--- src/hw/rtl/qte_pkg.sv ---
// ----------------------------------------------------------------------------
// qte_pkg
// Shared widths, codes, types and helpers for the quaternion to Euler block.
// ----------------------------------------------------------------------------
package qte_pkg;

    // input word width, Q1.15
    localparam int QUAT_W = 16;

    // pipeline shape
    localparam int CORDIC_STEPS = 16;
    localparam int CORDIC_LAT   = CORDIC_STEPS + 1;
    localparam int FRONT_STAGES = 4;
    localparam int QUO_BITS     = 31;
    localparam int ROOT_BITS    = 31;
    localparam int SQRT_LAT     = ROOT_BITS + 2;
    localparam int ALIGN_LAT    = QUO_BITS + SQRT_LAT;
    localparam int TOTAL_LAT    = FRONT_STAGES + ALIGN_LAT + CORDIC_LAT + 1;

    // datapath widths
    localparam int OPND_W = 36;
    localparam int CW     = 38;
    localparam int ANG_W  = 34;
    localparam int NUM_W  = 33;
    localparam int REM_W  = 34;
    localparam int SREM_W = 35;
    localparam int RAD_W  = 2 * ROOT_BITS;

    // pole codes
    localparam logic [1:0] POLE_NONE  = 2'd0;
    localparam logic [1:0] POLE_NORTH = 2'd1;
    localparam logic [1:0] POLE_SOUTH = 2'd2;

    // angle constants
    localparam logic signed [ANG_W-1:0] PI_Q30     = 34'sd3373259426;
    localparam logic signed [17:0]      PI_Q13     = 18'sd25736;
    localparam logic signed [17:0]      TWO_PI_Q13 = 18'sd51472;

    typedef logic signed [OPND_W-1:0] opnd_t;
    typedef logic signed [ANG_W-1:0]  angle_t;

    // front end to back end bundle
    typedef struct packed {
        logic [1:0]       pole;
        logic             n_zero;
        logic             neg;
        logic [NUM_W-1:0] num;
        logic [NUM_W-1:0] den;
        opnd_t            pitch_y;
        opnd_t            pitch_x;
        opnd_t            yaw_y;
        opnd_t            yaw_x;
    } front_t;

    // alignment line entry
    typedef struct packed {
        logic             valid;
        logic [1:0]       pole;
        logic             n_zero;
        logic signed [35:0] pitch;
        angle_t           yaw;
    } dly_t;

    // arctangent of 2^-i in Q.30 radians
    function automatic logic [29:0] atan_entry(input int unsigned idx);
        logic [29:0] v;
        case (idx)
            0:       v = 30'd843314857;
            1:       v = 30'd497837829;
            2:       v = 30'd263043837;
            3:       v = 30'd133525159;
            4:       v = 30'd67021687;
            5:       v = 30'd33543516;
            6:       v = 30'd16775851;
            7:       v = 30'd8388437;
            8:       v = 30'd4194283;
            9:       v = 30'd2097149;
            10:      v = 30'd1048576;
            11:      v = 30'd524288;
            12:      v = 30'd262144;
            13:      v = 30'd131072;
            14:      v = 30'd65536;
            15:      v = 30'd32768;
            16:      v = 30'd16384;
            17:      v = 30'd8192;
            18:      v = 30'd4096;
            19:      v = 30'd2048;
            20:      v = 30'd1024;
            21:      v = 30'd512;
            22:      v = 30'd256;
            23:      v = 30'd128;
            default: v = 30'd0;
        endcase
        return v;
    endfunction

    // round Q.30 radians half up to Q4.13 and clamp to +-lim
    function automatic logic signed [16:0] to_q13(input logic signed [35:0] a,
                                                  input logic signed [17:0] lim);
        logic signed [36:0] sum;
        logic signed [19:0] r;
        logic signed [19:0] lim_e;
        logic signed [16:0] res;
        sum   = $signed({a[35], a}) + 37'sd65536;
        r     = sum[36:17];
        lim_e = {{2{lim[17]}}, lim};
        if (r > lim_e)
            res = lim[16:0];
        else if (r < -lim_e)
            res = -lim[16:0];
        else
            res = r[16:0];
        return res;
    endfunction

endpackage

--- src/hw/rtl/qte_div.sv ---
// ----------------------------------------------------------------------------
// qte_div
// Pipelined restoring divider: floor(num * 2^30 / den), one quotient bit
// per stage.
// ----------------------------------------------------------------------------
module qte_div
(
    input  logic                               clk,
    input  logic                               rst_n,
    input  logic                               in_valid,
    input  logic [qte_pkg::NUM_W-1:0]          num,
    input  logic [qte_pkg::NUM_W-1:0]          den,
    input  logic                               neg,
    output logic                               out_valid,
    output logic [qte_pkg::QUO_BITS-1:0]       quo,
    output logic                               out_neg
);

    logic [qte_pkg::REM_W-1:0]    rem_reg [qte_pkg::QUO_BITS];
    logic [qte_pkg::QUO_BITS-1:0] quo_reg [qte_pkg::QUO_BITS];
    logic [qte_pkg::NUM_W-1:0]    den_reg [qte_pkg::QUO_BITS];
    logic                         neg_reg [qte_pkg::QUO_BITS];
    logic                         vld_reg [qte_pkg::QUO_BITS];

    for (genvar i = 0; i < qte_pkg::QUO_BITS; i++)
    begin : g_step
        logic [qte_pkg::REM_W-1:0]    rem_in, rem_sh, rem_next;
        logic [qte_pkg::QUO_BITS-1:0] quo_in, quo_next;
        logic [qte_pkg::NUM_W-1:0]    den_in;
        logic                         neg_in, vld_in, ge;

        if (i == 0)
        begin : g_head
            assign rem_in = {1'b0, num};
            assign quo_in = '0;
            assign den_in = den;
            assign neg_in = neg;
            assign vld_in = in_valid;
            assign rem_sh = rem_in;
        end
        else
        begin : g_body
            assign rem_in = rem_reg[i-1];
            assign quo_in = quo_reg[i-1];
            assign den_in = den_reg[i-1];
            assign neg_in = neg_reg[i-1];
            assign vld_in = vld_reg[i-1];
            assign rem_sh = {rem_in[qte_pkg::REM_W-2:0], 1'b0};
        end

        // trial subtract
        assign ge       = (rem_sh >= {1'b0, den_in});
        assign rem_next = ge ? (rem_sh - {1'b0, den_in}) : rem_sh;
        assign quo_next = {quo_in[qte_pkg::QUO_BITS-2:0], ge};

        always_ff @(posedge clk)
        begin
            rem_reg[i] <= rem_next;
            quo_reg[i] <= quo_next;
            den_reg[i] <= den_in;
            neg_reg[i] <= neg_in;
        end

        always_ff @(posedge clk or negedge rst_n)
        begin
            if (!rst_n)
                vld_reg[i] <= 1'b0;
            else
                vld_reg[i] <= vld_in;
        end
    end

    assign out_valid = vld_reg[qte_pkg::QUO_BITS-1];
    assign quo       = quo_reg[qte_pkg::QUO_BITS-1];
    assign out_neg   = neg_reg[qte_pkg::QUO_BITS-1];

endmodule

--- config.mk ---
export PLATFORM = sky130hd
export DESIGN_NAME = qte_div
export DESIGN_NICKNAME = d
export VERILOG_FILES = /design/src/hw/rtl/qte_pkg.sv /design/src/hw/rtl/qte_div.sv
export SDC_FILE = /design/constraint.sdc
export NUM_CORES = 2
export LEC_CHECK = 0
export ABC_AREA = 0
export BUFFER_PORTS_ARGS = -buffer_cell sky130_fd_sc_hd__buf_2
export CORE_MARGIN = 2
export CORE_UTILIZATION = 56
export CTS_CLUSTER_DIAMETER = 100
export CTS_CLUSTER_SIZE = 28
export DETAILED_ROUTE_END_ITERATION = 16
export GPL_ROUTABILITY_DRIVEN = 0
export PLACE_DENSITY = 0.72
export SLEW_MARGIN = 15
export SYNTH_ARGS = -nofsm -noshare
export SYNTH_HDL_FRONTEND = slang
export SYNTH_SLANG_ARGS = --single-unit
--- constraint.sdc ---
create_clock -name clk -period 4.2 [get_ports clk]
set_input_delay 0.84 -clock clk [delete_from_list [all_inputs] [get_ports clk]]
set_output_delay 0.84 -clock clk [all_outputs]
set_load 0.01 [all_outputs]
* Word level (Yosys, flattened, before mapping)
Memories as Yosys holds them, arrays and structs flattened.
Cells that the tools add are included.
** Storage, ports and cells
- Register bits :: 31
- Bits in writable memories :: 3069
- Bits of input ports :: 70
- Output and inout port bits :: 33
- Word-level logic and storage cells :: 128
- Memories kept :: 4
** Cells by class
- Add/subtract/negate cells :: 31
- Order comparisons :: 31
- Muxes and demuxes :: 31
** Memories
- rem_reg :: words 31, width 34, rd ports 30, clocked after memory_dff 0, write ports 31, line qte_div.sv:19 : logic [qte_pkg::REM_W-1:0] rem_reg [qte_pkg::QUO_BITS];
- den_reg :: words 31, width 33, rd ports 30, clocked after memory_dff 0, write ports 31, line qte_div.sv:21 : logic [qte_pkg::NUM_W-1:0] den_reg [qte_pkg::QUO_BITS];
- quo_reg :: words 31, width 31, rd ports 31, clocked after memory_dff 0, write ports 31, line qte_div.sv:20 : logic [qte_pkg::QUO_BITS-1:0] quo_reg [qte_pkg::QUO_BITS];
- neg_reg :: words 31, width 1, rd ports 31, clocked after memory_dff 0, write ports 31, line qte_div.sv:22 : logic neg_reg [qte_pkg::QUO_BITS];
** Operator list (count)
- two-way mux 34 bit :: 31
- greater-or-equal comparator 34 x 33 -> 1 bit :: 30
- subtractor 34 x 33 -> 34 bit :: 30
- subtractor 33 x 33 -> 34 bit :: 1
- greater-or-equal comparator 33 bit :: 1

* Depth between registers and ports, before layout
An unclocked memory read counts as a cell.
- Depth in word-level cells :: 3
- Mapped depth :: 17
- Gate-level depth less buffers :: 15

* Least setup slack after synthesis
OpenSTA, ideal clock, no wires.
- Kind :: input -> register
- Start point :: input num[0] (netlist bit)
- End point :: memory rem_reg[0][22] (netlist bit)
- Setup time :: 0.121 ns
- Data arrival time :: 3.738 ns
- Data required time :: 4.079 ns
- Setup slack :: 0.341 ns
- Cell stages on the path :: 17
- Buffers on the path :: 2
- Cells stage by stage :: inv_1 ha_1 inv_1 fa_1 a211oi_1 o21ai_1 a211oi_2 o31ai_1 a221oi_2 o21bai_1 a21oi_2 o21bai_1 a311o_1 buf_2 buf_2 nor2_1 a21oi_1
** RTL lines
- start: declaration :: line qte_div.sv:11 : input logic [qte_pkg::NUM_W-1:0] num,
- end: declaration :: line qte_div.sv:19

==> metrics <==
Seq. cell area=51,000 µm²; Post CTS Setup Buffer Count=0; Max Buffers Root-to-Sink=3; Critical Path Source Type=flop; Yosys warnings=0; Crit. Startpoint=den_reg[5][2]; HP Class=input port to asynchronous set/reset pin; register bit total from synthesis=2,538; Post-Layout Inst Area=122,000 µm²; Max Freq=251 MHz; Req. time, crit path=4.88 ns; vias in the first global route=83,500; Crit-path slowest cell=o21ai_0; I/O pin count=103; crit path buf inv count=2; DRT Pass-1 Iters=7; clock root cell=clkbuf_16; top_reg_cell synth=dfxtp_1; routed wire length=261,000 µm; die footprint=210,000 µm²; fillers=17,300; endpoints failing hold=0; Critical Path Stages=13; Initial Util=56.4%; Clk Latency, worst-skew pair=0.81 ns; CTS buffer count=104; Mean Syn Cell Area=9.29 µm²; Rel. slew slack=26.6%; outcome=complete, no violations; number of flops mapped to enable cells by yosys=0; crit-path cells=inv_1 > ha_1 > nor2b_1 > o31a_1 > o21ai_0 > nand4_1 > nand3_1 > o21ai_1 > o31a_1 > a31oi_1 > o21ai_4 > buf_12 > mux2_2; endpoints failing setup=0; Yosys cell types=100; die width=458 µm; Crit Path Max Fanout=35; critical path type=flop to flop; FFs w/ async S/R, synth=1.22%; initial antenna violation count=8; Die Y=458 µm; PnR Total Power=106 mW; Nets=13,500; post-CTS sizing=0; detailed-route DRC error count=0; sequential area share after synthesis=44.1%; std cell rows=166; post-DP HPWL=207,000 µm; vias post-DR=86,000; Clock Skews=0.0246 ns; fin crit share=94.7%; min Tclk post-route=3.98 ns; r2r endpoint=rem_reg[0][209]; TNS Setup=0 ns; Slew Limit Fails=0; Via density=5.68; CTS HTree Levels=3; multi-input logic area=58,700 µm²; Post-DP Area=119,000 µm²; PwrDens=871 nW/µm²; Slew @ Worst Pin=1.10 ns; cell leakage power=57.0 nW; Congestion Overflow GR=0; Placed Cells=15,000; Hold-fix buffers, CTS=0; GRT Overall Usage=24.0%; pin count of the biggest net entering global routing=66; reg2reg setup slack=0.22 ns; cell family with most CP delay=compound AO/OA/AOI/OAI gates; CP dominant cell by count=o31a_1; core area=205,000 µm²; first-pass GRT wire length=419,000 µm; Max VDD drop=490 µV; WP data arrival=4.65 ns; clk sinks=2,538; syn nets=13,600; Mapped Cells=12,400; drt wl/cell=17.2 µm; final non-filler cell total=15,200; clock-pin slew of the registers on the worst-case setup and hold paths=0.10 ns; max-cap viol count=0; layout cells sized above 1=5.89%; antenna viol nets, final=0; r2r startpoint=den_reg[5][2]; crit path capture=rem_reg[0][209]; IO buf count=102; Reg2Reg Depth=13; Area growth syn-to-layout=5.70%; CTS tree=built; RSZ-0062 raised after global routing=false; Synth Cell Area=116,000 µm²; Starting DRT DRC Count=6,231; Crit. End Element=flop; CP max stage delay=0.55 ns
## how the worst min path moves through the flow
stage | startpoint | endpoint
2_1_floorplan | neg_reg[9] | neg_reg[10]
3_3_place_gp | quo_reg[5][68] | quo_reg[5][100]
3_5_place_dp | quo_reg[5][34] | quo_reg[5][66]
4_1_cts | rst_n | g_step[11].vld_in
5_1_grt | rst_n | g_step[5].vld_in
6_report | rst_n | g_step[5].vld_in
## final cells by class
| cell class | instances | area share (%) |
|---|---|---|
| Antenna cell | 16 | 0.0328 |
| Clock buffer | 120 | 2.27 |
| Clock inverter | 18 | 0.201 |
| Inverter | 1242 | 3.82 |
| Multi-Input combinational cell | 8351 | 48.1 |
| Sequential cell | 2538 | 41.7 |
| Tap cell | 2688 | 2.75 |
| Timing Repair Buffer | 182 | 1.09 |
## worst register-to-register path, delay by kind of cell, from the launching register on
kind                     cells  cell delay (ns)
AO/OA/AOI/OAI                6             1.92
AND/OR/NAND/NOR              3             0.66
flip-flops                   1             0.34
adder cells (fa/ha/maj)      1             0.34
multiplexers                 1             0.34
buffers and inverters        2             0.24
## synthesized netlist by cell type (86+ instances only)
cell type  instances  share of area, %
dfxtp_1         2507                43
inv_1           1239               4.0
a21oi_1         1119               4.8
ha_1            1022                11
o21ai_0          829               3.6
nand2_1          823               2.7
nor2_1           773               2.5
a21o_1           539               3.5
xnor2_1          496               3.8
xor2_1           356               2.7
clkbuf_1         223              0.72
mux2_2           219               2.1
nand3_1          196              0.85
nand2b_1         167              0.90
nor2b_1          160              0.87
nand4_1          157              0.85
o21a_1           150              0.97
nor3_1           129              0.56
o21bai_1         128              0.83
and3_1            93              0.50
a31oi_1           86              0.47
## power breakdown
| part | internal, mW | switching [mW] | total (mW) |
|---|---|---|---|
| clock | 4.95 | 7.26 | 12.2 |
| sequential | 32.4 | 4.69 | 37.1 |
| combinational | 25.7 | 31.4 | 57.1 |
| total | 63.0 | 43.4 | 106 |
## cell families (layout without fill, tap and decap cells)
| group | Yosys count | count (layout) | synth area share [%] |
|---|---|---|---|
| compound gates | 3405 | 3405 | 18.3 |
| xor+xnor | 852 | 852 | 6.46 |
| fa+ha+maj | 1052 | 1052 | 11.6 |
| buf+inv | 1545 | 1562 | 5.16 |
| flops | 2538 | 2538 | 44.1 |
| mux | 316 | 316 | 3.32 |
| other cells | 0 | 16 | 0 |
| simple gates | 2726 | 2726 | 11.1 |
## through the flow
step                util [%]  hold WS, ns  setup WS (ns)
floorplan                  -        0.310          0.341
global placement        58.1        0.310         0.0341
detailed placement      58.1        0.312         0.0160
CTS                     59.6       0.0109          0.273
global route            59.6       0.0633       0.000612
finish                  59.6       0.0557          0.223
## per-layer routing
| metal | vias up | part of all wire [%] | track usage, % |
|---|---|---|---|
| met5 | - | 0.0027 | 0 |
| met4 | 2 | 5.4 | 11.9 |
| met3 | 732 | 4.0 | 2.42 |
| met2 | 2495 | 49 | 43.7 |
| met1 | 40200 | 41 | 28.0 |
| li1 | 42600 | - | - |
## cell usage in the layout (no fill, tap or decap), types with 28 or more instances in the layout
| cell type | n |
|---|---|
| a211oi_1 | 54 |
| a21boi_0 | 38 |
| a21o_1 | 539 |
| a21oi_1 | 1119 |
| a31o_2 | 28 |
| a31oi_1 | 85 |
| a41oi_1 | 28 |
| and2_1 | 54 |
| and3_1 | 93 |
| buf_2 | 102 |
| buf_4 | 62 |
| clkbuf_16 | 108 |
| dfrtp_1 | 31 |
| dfxtp_1 | 2507 |
| fa_1 | 30 |
| ha_1 | 1022 |
| inv_1 | 1239 |
| mux2_2 | 219 |
| mux2_4 | 79 |
| nand2_1 | 821 |
| nand2b_1 | 167 |
| nand3_1 | 195 |
| nand4_1 | 157 |
| nor2_1 | 773 |
| nor2b_1 | 160 |
| nor3_1 | 129 |
| nor4_1 | 29 |
| o211ai_1 | 40 |
| o21a_1 | 150 |
| o21ai_0 | 828 |
| o21bai_1 | 128 |
| o31a_1 | 29 |
| o31ai_1 | 69 |
| or2_2 | 34 |
| or3_1 | 37 |
| xnor2_1 | 496 |
| xor2_1 | 356 |
(Power assumes the default switching activity.)
